`src/rtl/core/mcsm_pkg.sv`:
```
`default_nettype none

package mcsm_pkg;

    // element and result value width
    localparam int DATA_W = 32;
    // configuration register width
    localparam int CFG_W = 4;
    // result row and column index width
    localparam int IDX_W = 3;
    // configuration register index width
    localparam int CFG_IDX_W = 1;

    // register indexes on the configuration port
    localparam logic [CFG_IDX_W-1:0] REG_ROWS_IN_USE = 1'b0;
    localparam logic [CFG_IDX_W-1:0] REG_COLS_IN_USE = 1'b1;

    // size registers after reset
    localparam logic [CFG_W-1:0] CFG_SIZE_RESET = 4'd8;

    // commands from the job controller to the column order unit
    typedef struct packed {
        logic load;       // element accepted: update the column minimum
        logic first_row;  // element is in row 0: minimum restarts
        logic sort;       // final element accepted: start the sort
    } ord_cmd_t;

endpackage

`default_nettype wire

```
`src/rtl/core/mcsm_order.sv`:
```
`default_nettype none

// Column key table (minimum and source column) with a selection sort sequencer.
module mcsm_order #(
    parameter int MAX_COLS = 8,
    localparam int CW = (MAX_COLS > 1) ? $clog2(MAX_COLS) : 1,
    localparam int DEPTH = 1 << CW
) (
    input  wire logic                                clk,
    input  wire logic                                rst_n,
    input  wire mcsm_pkg::ord_cmd_t                  cmd,
    input  wire logic [CW-1:0]                       col_sel,
    input  wire logic signed [mcsm_pkg::DATA_W-1:0]  elem,
    input  wire logic [CW:0]                         cols,
    output logic [CW-1:0]                            src_col,
    output logic                                     sort_done
);

    typedef enum logic [2:0] {
        S_IDLE,
        S_INIT,
        S_SCAN,
        S_SWAP_A,
        S_SWAP_B
    } state_t;

    state_t state_reg;

    logic [CW-1:0] i_reg;
    logic [CW-1:0] j_reg;
    logic [CW-1:0] best_idx_reg;
    logic signed [mcsm_pkg::DATA_W-1:0] best_min_reg;
    logic [CW-1:0] best_col_reg;
    logic signed [mcsm_pkg::DATA_W-1:0] cur_min_reg;
    logic [CW-1:0] cur_col_reg;
    logic sort_done_reg;

    logic signed [mcsm_pkg::DATA_W-1:0] key_min_reg [DEPTH];
    logic [CW-1:0] key_col_reg [DEPTH];

    logic [CW-1:0] rd_idx;
    logic signed [mcsm_pkg::DATA_W-1:0] rd_min;
    logic [CW-1:0] rd_col;

    logic wr_en;
    logic [CW-1:0] wr_idx;
    logic signed [mcsm_pkg::DATA_W-1:0] wr_min;
    logic [CW-1:0] wr_col;

    logic scan_end;
    logic last_pass;

    // single read port of the key table
    always_comb
    begin
        case (state_reg)
            S_INIT:  rd_idx = i_reg;
            S_SCAN:  rd_idx = j_reg;
            default: rd_idx = col_sel;
        endcase
    end

    assign rd_min  = key_min_reg[rd_idx];
    assign rd_col  = key_col_reg[rd_idx];
    assign src_col = rd_col;
    assign sort_done = sort_done_reg;

    assign scan_end  = ({1'b0, j_reg} == (cols - (CW+1)'(1)));
    assign last_pass = (({1'b0, i_reg} + (CW+1)'(2)) == cols);

    // single write port: load update or one half of a swap
    always_comb
    begin
        wr_en  = 1'b0;
        wr_idx = col_sel;
        wr_min = elem;
        wr_col = col_sel;
        case (state_reg)
            S_IDLE:
            begin
                if (cmd.load && (cmd.first_row || (elem < rd_min)))
                begin
                    wr_en = 1'b1;
                end
            end
            S_SWAP_A:
            begin
                wr_en  = 1'b1;
                wr_idx = best_idx_reg;
                wr_min = cur_min_reg;
                wr_col = cur_col_reg;
            end
            S_SWAP_B:
            begin
                wr_en  = 1'b1;
                wr_idx = i_reg;
                wr_min = best_min_reg;
                wr_col = best_col_reg;
            end
            default:
            begin
                wr_en = 1'b0;
            end
        endcase
    end

    always_ff @(posedge clk)
    begin
        if (wr_en)
        begin
            key_min_reg[wr_idx] <= wr_min;
            key_col_reg[wr_idx] <= wr_col;
        end
    end

    always_ff @(posedge clk or negedge rst_n)
    begin
        if (!rst_n)
        begin
            state_reg     <= S_IDLE;
            i_reg         <= '0;
            j_reg         <= '0;
            best_idx_reg  <= '0;
            best_min_reg  <= '0;
            best_col_reg  <= '0;
            cur_min_reg   <= '0;
            cur_col_reg   <= '0;
            sort_done_reg <= 1'b0;
        end
        else
        begin
            sort_done_reg <= 1'b0;
            case (state_reg)
                S_IDLE:
                begin
                    if (cmd.sort)
                    begin
                        i_reg <= '0;
                        if (cols > (CW+1)'(1))
                        begin
                            state_reg <= S_INIT;
                        end
                        else
                        begin
                            sort_done_reg <= 1'b1;
                        end
                    end
                end
                S_INIT:
                begin
                    cur_min_reg  <= rd_min;
                    cur_col_reg  <= rd_col;
                    best_min_reg <= rd_min;
                    best_col_reg <= rd_col;
                    best_idx_reg <= i_reg;
                    j_reg        <= i_reg + CW'(1);
                    state_reg    <= S_SCAN;
                end
                S_SCAN:
                begin
                    // strict compare: first smallest wins
                    if (rd_min < best_min_reg)
                    begin
                        best_min_reg <= rd_min;
                        best_col_reg <= rd_col;
                        best_idx_reg <= j_reg;
                    end
                    if (scan_end)
                    begin
                        state_reg <= S_SWAP_A;
                    end
                    else
                    begin
                        j_reg <= j_reg + CW'(1);
                    end
                end
                S_SWAP_A:
                begin
                    state_reg <= S_SWAP_B;
                end
                S_SWAP_B:
                begin
                    if (last_pass)
                    begin
                        sort_done_reg <= 1'b1;
                        state_reg     <= S_IDLE;
                    end
                    else
                    begin
                        i_reg     <= i_reg + CW'(1);
                        state_reg <= S_INIT;
                    end
                end
                default:
                begin
                    state_reg <= S_IDLE;
                end
            endcase
        end
    end

endmodule

`default_nettype wire

```
`src/rtl/core/matrix_column_sort_by_min.sv`:
```
`default_nettype none

// Loads a rows_in_use x cols_in_use matrix of signed 32-bit elements, one
// transaction per element in row-major order, tracking each column's minimum
// as it goes. After the final element the columns are put in ascending order
// of minimum by selection sort (first strictly smallest of the remaining
// columns is swapped into place, so equal minima are not kept stable), and the
// reordered matrix is sent out row by row with last set on its final element.
// Size registers: 0 acts as 1, values above MAX_ROWS / MAX_COLS are clamped.
// Writing either register while loading restarts the load of the current
// matrix. While loading, element_stall is low and an element is taken
// whenever element_valid is high. The sort's pace is set by the single read
// and write port of the column key table. Each result is then read from the
// matrix memory into a read register and loaded into the output register
// before it is offered; the next result is read only once the current one
// is taken. No element is taken during sort or output.
module matrix_column_sort_by_min #(
    parameter int MAX_ROWS = 8,
    parameter int MAX_COLS = 8
) (
    input  wire logic                                    clk,
    input  wire logic                                    rst_n,
    // element channel
    input  wire logic                                    element_valid,
    output logic                                         element_stall,
    input  wire logic signed [mcsm_pkg::DATA_W-1:0]      element,
    // result channel
    output logic                                         result_valid,
    input  wire logic                                    result_stall,
    output logic signed [mcsm_pkg::DATA_W-1:0]           value,
    output logic [mcsm_pkg::IDX_W-1:0]                   row_index,
    output logic [mcsm_pkg::IDX_W-1:0]                   col_index,
    output logic                                         last,
    // configuration port
    input  wire logic                                    cfg_write_en,
    input  wire logic [mcsm_pkg::CFG_IDX_W-1:0]          cfg_index,
    input  wire logic [mcsm_pkg::CFG_W-1:0]              cfg_data
);

    localparam int RW = (MAX_ROWS > 1) ? $clog2(MAX_ROWS) : 1;
    localparam int CW = (MAX_COLS > 1) ? $clog2(MAX_COLS) : 1;
    localparam int AW = RW + CW;
    localparam int MEM_DEPTH = 1 << AW;

    typedef enum logic [1:0] {
        M_LOAD,       // taking elements
        M_SORT,       // column order unit busy
        M_EMIT_CAP,   // memory data arrives, load output register
        M_EMIT_HOLD   // result offered until taken
    } state_t;

    state_t state_reg;

    logic [mcsm_pkg::CFG_W-1:0] rows_cfg_reg;
    logic [mcsm_pkg::CFG_W-1:0] cols_cfg_reg;
    logic [RW:0] rows_eff;
    logic [CW:0] cols_eff;

    // load position
    logic [RW-1:0] row_reg;
    logic [CW-1:0] col_reg;
    // output position
    logic [RW-1:0] er_reg;
    logic [CW-1:0] ec_reg;
    logic [RW-1:0] er_next;
    logic [CW-1:0] ec_next;

    logic out_valid_reg;
    logic signed [mcsm_pkg::DATA_W-1:0] value_reg;
    logic signed [mcsm_pkg::DATA_W-1:0] rdata_reg;

    // matrix store, entry {row, col}
    logic signed [mcsm_pkg::DATA_W-1:0] mem [MEM_DEPTH];

    logic in_acc;
    logic load_last;
    logic emit_last;
    logic [AW-1:0] rd_addr;

    mcsm_pkg::ord_cmd_t ord_cmd;
    logic [CW-1:0] ord_sel;
    logic [CW-1:0] src_col;
    logic sort_done;

    // clamp the size registers to 1 .. max
    always_comb
    begin
        if (rows_cfg_reg == '0)
        begin
            rows_eff = (RW+1)'(1);
        end
        else if (rows_cfg_reg > mcsm_pkg::CFG_W'(MAX_ROWS))
        begin
            rows_eff = (RW+1)'(MAX_ROWS);
        end
        else
        begin
            rows_eff = rows_cfg_reg[RW:0];
        end
    end

    always_comb
    begin
        if (cols_cfg_reg == '0)
        begin
            cols_eff = (CW+1)'(1);
        end
        else if (cols_cfg_reg > mcsm_pkg::CFG_W'(MAX_COLS))
        begin
            cols_eff = (CW+1)'(MAX_COLS);
        end
        else
        begin
            cols_eff = cols_cfg_reg[CW:0];
        end
    end

    assign element_stall = (state_reg != M_LOAD);
    assign in_acc        = element_valid && !element_stall;
    assign load_last     = ({1'b0, row_reg} == (rows_eff - (RW+1)'(1)))
                        && ({1'b0, col_reg} == (cols_eff - (CW+1)'(1)));
    assign emit_last     = ({1'b0, er_reg} == (rows_eff - (RW+1)'(1)))
                        && ({1'b0, ec_reg} == (cols_eff - (CW+1)'(1)));

    assign ord_cmd.load      = in_acc;
    assign ord_cmd.first_row = (row_reg == '0);
    assign ord_cmd.sort      = in_acc && load_last;

    // next output position; the memory is read at it ahead of the output register load
    always_comb
    begin
        er_next = er_reg;
        ec_next = ec_reg;
        case (state_reg)
            M_SORT:
            begin
                if (sort_done)
                begin
                    er_next = '0;
                    ec_next = '0;
                end
            end
            M_EMIT_HOLD:
            begin
                if (!result_stall && !emit_last)
                begin
                    if ({1'b0, ec_reg} == (cols_eff - (CW+1)'(1)))
                    begin
                        ec_next = '0;
                        er_next = er_reg + RW'(1);
                    end
                    else
                    begin
                        ec_next = ec_reg + CW'(1);
                    end
                end
            end
            default:
            begin
                er_next = er_reg;
                ec_next = ec_reg;
            end
        endcase
    end

    assign ord_sel = (state_reg == M_LOAD) ? col_reg : ec_next;
    assign rd_addr = {er_next, src_col};

    mcsm_order #(
        .MAX_COLS (MAX_COLS)
    ) u_order (
        .clk       (clk),
        .rst_n     (rst_n),
        .cmd       (ord_cmd),
        .col_sel   (ord_sel),
        .elem      (element),
        .cols      (cols_eff),
        .src_col   (src_col),
        .sort_done (sort_done)
    );

    always_ff @(posedge clk)
    begin
        if (in_acc)
        begin
            mem[{row_reg, col_reg}] <= element;
        end
        rdata_reg <= mem[rd_addr];
    end

    always_ff @(posedge clk)
    begin
        if (state_reg == M_EMIT_CAP)
        begin
            value_reg <= rdata_reg;
        end
    end

    always_ff @(posedge clk or negedge rst_n)
    begin
        if (!rst_n)
        begin
            state_reg     <= M_LOAD;
            rows_cfg_reg  <= mcsm_pkg::CFG_SIZE_RESET;
            cols_cfg_reg  <= mcsm_pkg::CFG_SIZE_RESET;
            row_reg       <= '0;
            col_reg       <= '0;
            er_reg        <= '0;
            ec_reg        <= '0;
            out_valid_reg <= 1'b0;
        end
        else
        begin
            er_reg <= er_next;
            ec_reg <= ec_next;

            if (cfg_write_en)
            begin
                case (cfg_index)
                    mcsm_pkg::REG_ROWS_IN_USE: rows_cfg_reg <= cfg_data;
                    mcsm_pkg::REG_COLS_IN_USE: cols_cfg_reg <= cfg_data;
                    default:                   rows_cfg_reg <= rows_cfg_reg;
                endcase
            end

            case (state_reg)
                M_LOAD:
                begin
                    if (cfg_write_en)
                    begin
                        // partial matrix is dropped
                        row_reg <= '0;
                        col_reg <= '0;
                    end
                    else if (in_acc)
                    begin
                        if (load_last)
                        begin
                            row_reg   <= '0;
                            col_reg   <= '0;
                            state_reg <= M_SORT;
                        end
                        else if ({1'b0, col_reg} == (cols_eff - (CW+1)'(1)))
                        begin
                            col_reg <= '0;
                            row_reg <= row_reg + RW'(1);
                        end
                        else
                        begin
                            col_reg <= col_reg + CW'(1);
                        end
                    end
                end
                M_SORT:
                begin
                    if (sort_done)
                    begin
                        state_reg <= M_EMIT_CAP;
                    end
                end
                M_EMIT_CAP:
                begin
                    out_valid_reg <= 1'b1;
                    state_reg     <= M_EMIT_HOLD;
                end
                M_EMIT_HOLD:
                begin
                    if (!result_stall)
                    begin
                        out_valid_reg <= 1'b0;
                        state_reg     <= emit_last ? M_LOAD : M_EMIT_CAP;
                    end
                end
                default:
                begin
                    state_reg <= M_LOAD;
                end
            endcase
        end
    end

    assign result_valid = out_valid_reg;
    assign value        = value_reg;
    assign row_index    = mcsm_pkg::IDX_W'(er_reg);
    assign col_index    = mcsm_pkg::IDX_W'(ec_reg);
    assign last         = emit_last;

endmodule

`default_nettype wire

```
`config.mk`:
```
export PLATFORM = sky130hd
export DESIGN_NAME = matrix_column_sort_by_min
export DESIGN_NICKNAME = d
export VERILOG_FILES = /design/src/rtl/core/mcsm_pkg.sv /design/src/rtl/core/mcsm_order.sv /design/src/rtl/core/matrix_column_sort_by_min.sv
export SDC_FILE = /design/constraint.sdc
export NUM_CORES = 2
export LEC_CHECK = 0
export BUFFER_PORTS_ARGS = -buffer_cell sky130_fd_sc_hd__buf_2
export CELL_PAD_IN_SITES_DETAIL_PLACEMENT = 0
export CELL_PAD_IN_SITES_GLOBAL_PLACEMENT = 1
export CORE_ASPECT_RATIO = 0.5
export CORE_MARGIN = 2
export CORE_UTILIZATION = 55
export CTS_BUF_LIST = sky130_fd_sc_hd__clkbuf_4 sky130_fd_sc_hd__clkbuf_8
export DETAILED_ROUTE_END_ITERATION = 16
export PLACE_DENSITY_LB_ADDON = 0.1
export SYNTH_ARGS = -nofsm -noshare
export SYNTH_HDL_FRONTEND = slang
export SYNTH_SLANG_ARGS = --single-unit
```
`constraint.sdc`:
```
create_clock -name clk -period 15.6 [get_ports clk]
set_clock_uncertainty 0.1 [all_clocks]
set_input_delay 0.78 -clock clk [delete_from_list [all_inputs] [get_ports clk]]
set_output_delay 0.78 -clock clk [all_outputs]
set_load 0.005 [all_outputs]
```
==> results_dict.tcl <==
set metrics [dict create \
    post-cts-setup-buffer-count 0 \
    synth_xor_area_frac 0.00198 \
    ctsLongestPathBuffers 4 \
    setup_viol 0 \
    path_class "reg -> reg" \
    fmaxAchievable_ghz 0.115 \
    worstSkewPairLatency_ns 0.99 \
    grt_pass1_vias 61100 \
    syn2layout_area_growth_pct 10.3 \
    yosysWarnings 0 \
    hold_buffers 6 \
    rows 110 \
    drt_iter0_markers 9599 \
    crit_path_max_fanout 144 \
    clock-root-buffer "clkbuf_8" \
    ant_nets 0 \
    drive_gt1_frac 0.139 \
    largest_reg_flops 2048 \
    multi_input_area_mm2 0.0242 \
    syn_inst 7049 \
    clkSlewWorstSetupHoldPaths_ns 0.06 \
    numClockSinks 2498 \
    fin_crit_sh 0.557 \
    slew_violations 0 \
    synthAdderAreaFrac 0.00913 \
    grt_pass1_wl_um 437000 \
    busiest_layer "met2" \
    grt_overflow 0 \
    arrival_ns 9.48 \
    synth_top_family_by_area "simple AND/OR/NAND/NOR gates" \
    finalHoldViolCount 0 \
    dp_hpwl_um 173000 \
    grt_max_degree 172 \
    syn_area_mm2 0.100 \
    register_area_mm2 0.0742 \
    min_period_ns 8.69 \
    synth-simple-area-share 0.122 \
    ioPinCount 83 \
    tritoncts "built" \
    synth_ff_type "edfxtp_1" \
    async_reset_ff_frac 0.0424 \
    antenna_found_initial 29 \
    dieArea_mm2 0.186 \
    wl_um 307000 \
    cts_made_buffers 348 \
    synth_seq_area_share 0.741 \
    min_path_type "in -> reg" \
    initial_core_util 0.555 \
    fin_nets 7365 \
    muxShareOfSynthArea 0.0372 \
    yosys.cell_types.count 98 \
    startpoint_type "register" \
    setup-tns-final_ns 0 \
    vias 63800 \
    worst_slew_pin_slew_ns 1.14 \
    syn_nets 7164 \
    status "finished clean" \
    grtUsageMet3 0.0667 \
    portBuffers 82 \
    crit_path_end_kind "register" \
    synth_compound_area_frac 0.0638 \
    finalWeightedCongestion 0.854 \
    synth-edff-count 2360 \
    die_h_um 306 \
    use_met2 0.498 \
    die_x_um 607 \
    post_drt_wl_per_cell_um 30.9 \
    use_met1 0.484 \
    drtPass1Iterations 6 \
    htree_levels 5 \
    route.detailed.drc 0 \
    rsz0062_at_grt "false" \
    place_ws_ns 6.79 \
    synth_seq_cells 2498 \
    drv_cap 0 \
    relSlewSlack 0.235 \
    viasPerCell 6.42 \
    final.setup.worst_slack_ns 6.91 \
    fill_cells 13700 \
    core_area_mm2 0.180 \
    grt_usage 0.330 \
    crit_required_ns 16.40 \
    cts_resized 0 \
    postSynthAreaPerCell_um2 14.2 \
]
[area by class of cell]
type,count,area share
repair buffers,283,0.0182
diodes,11,0.000249
multi-input cells,4042,0.219
clock inverters,101,0.00465
well taps,2408,0.0273
flip-flops and latches,2498,0.672
inverters,77,0.00262
clock buffers,508,0.0558
[worst paths after layout]
kind	start	depth (start not counted)	slack [ns]	endpoint
min in group asynchronous	rst_n	2	0.35	rows_cfg_reg[0]
max reg2reg	cols_cfg_reg[2]	19	6.91	rdata_reg[10]
min reg2reg	rdata_reg[9]	0	0.31	value[9]
max	cols_cfg_reg[2]	19	6.91	rdata_reg[10]
min	element[3]	1	0.11	mem[17][3]
max in group asynchronous	rst_n	3	13.75	u_order.cur_min_reg[9]
[worst max-delay path, stage by stage (launching register included)]
cell and delay (ns):
dfrtp_1 0.42, o21ba_2 0.28, nor2_2 0.33, ha_1 0.37, xnor2_1 0.22, or4b_1 0.46
o21a_1 0.23, a311oi_4 0.42, o31a_4 0.20, buf_4 0.68, a21oi_1 0.12, a221o_4 0.55
nand2_8 0.57, buf_12 0.66, buf_4 0.81, a211oi_1 0.17, o21ai_0 0.31, nand4_1 0.28
nor4_1 0.90, and3_1 0.29
[cells by family after synthesis]
logic type                 count (synthesis)
xor gates and xnor gates                  21
and+or+nand+nor                         2705
muxes                                    281
buffers and inverters                    509
AOI/OAI and AO/OA                        962
adders and majority gates                 73
DFF                                     2498
[layer usage]
| layer | routed length (µm) | up-vias |
|---|---|---|
| met3 | 35600 | 554 |
| met5 | 36 | - |
| met4 | 11000 | 6 |
| met2 | 137000 | 3760 |
| met1 | 124000 | 32400 |
| li1 | - | 27100 |
[metrics by stage]
step,cells,hold slack [ns],util,instance area [µm²]
after floorplan,7049,0.286,-,100000
after global placement,9302,0.291,0.575,104000
after detailed placement,9302,0.292,0.575,104000
after CTS,9917,0.0530,0.612,110000
after global routing,9919,0.0749,0.612,110000
final,9928,0.106,0.612,110000
[layout by cell type, fill, tap and decap left out, drive strengths merged, types with 11 or more instances in the layout]
cell type,synthesis,routed
a211oi,224,224
mux4,71,71
diode,0,11
xnor2,13,13
nand4,66,66
a221oi,26,26
edfxtp,2360,2360
o21ai,165,165
o22ai,26,26
nand2,1448,1448
a21o,27,27
nand2b,12,12
a311oi,13,13
a21oi,239,239
clkbuf,195,508
ha,73,73
dfxtp,32,32
a22oi,46,46
a221o,11,11
inv,77,84
dfrtp,104,104
mux2i,192,192
clkinv,0,88
a32oi,41,41
nand3,620,620
mux2,18,18
nor2,171,171
nor3,16,16
a31oi,68,68
nor2b,20,20
nor4,46,46
and3,251,251
buf,237,277
[cell usage after synthesis (all sizes together) (32+ instances only)]
cell    instances  area [µm²]
a31oi          68         425
nand3         620        3110
nor4           46         315
nand4          66         413
mux4           71        1600
a32oi          41         359
inv            77         289
a211oi        224        1690
a22oi          46         345
buf           237        1380
dfrtp         104        2600
dfxtp          32         641
edfxtp       2360       70900
a21oi         239        1200
nor2          171         679
clkbuf        195         732
nand2        1448        5460
ha             73         913
o21ai         165         826
and3          251        1570
mux2i         192        1920
Power is left out: the tool's default activity adds up to more than one toggle a clock period on the data nets, which glitch-free logic cannot reach.
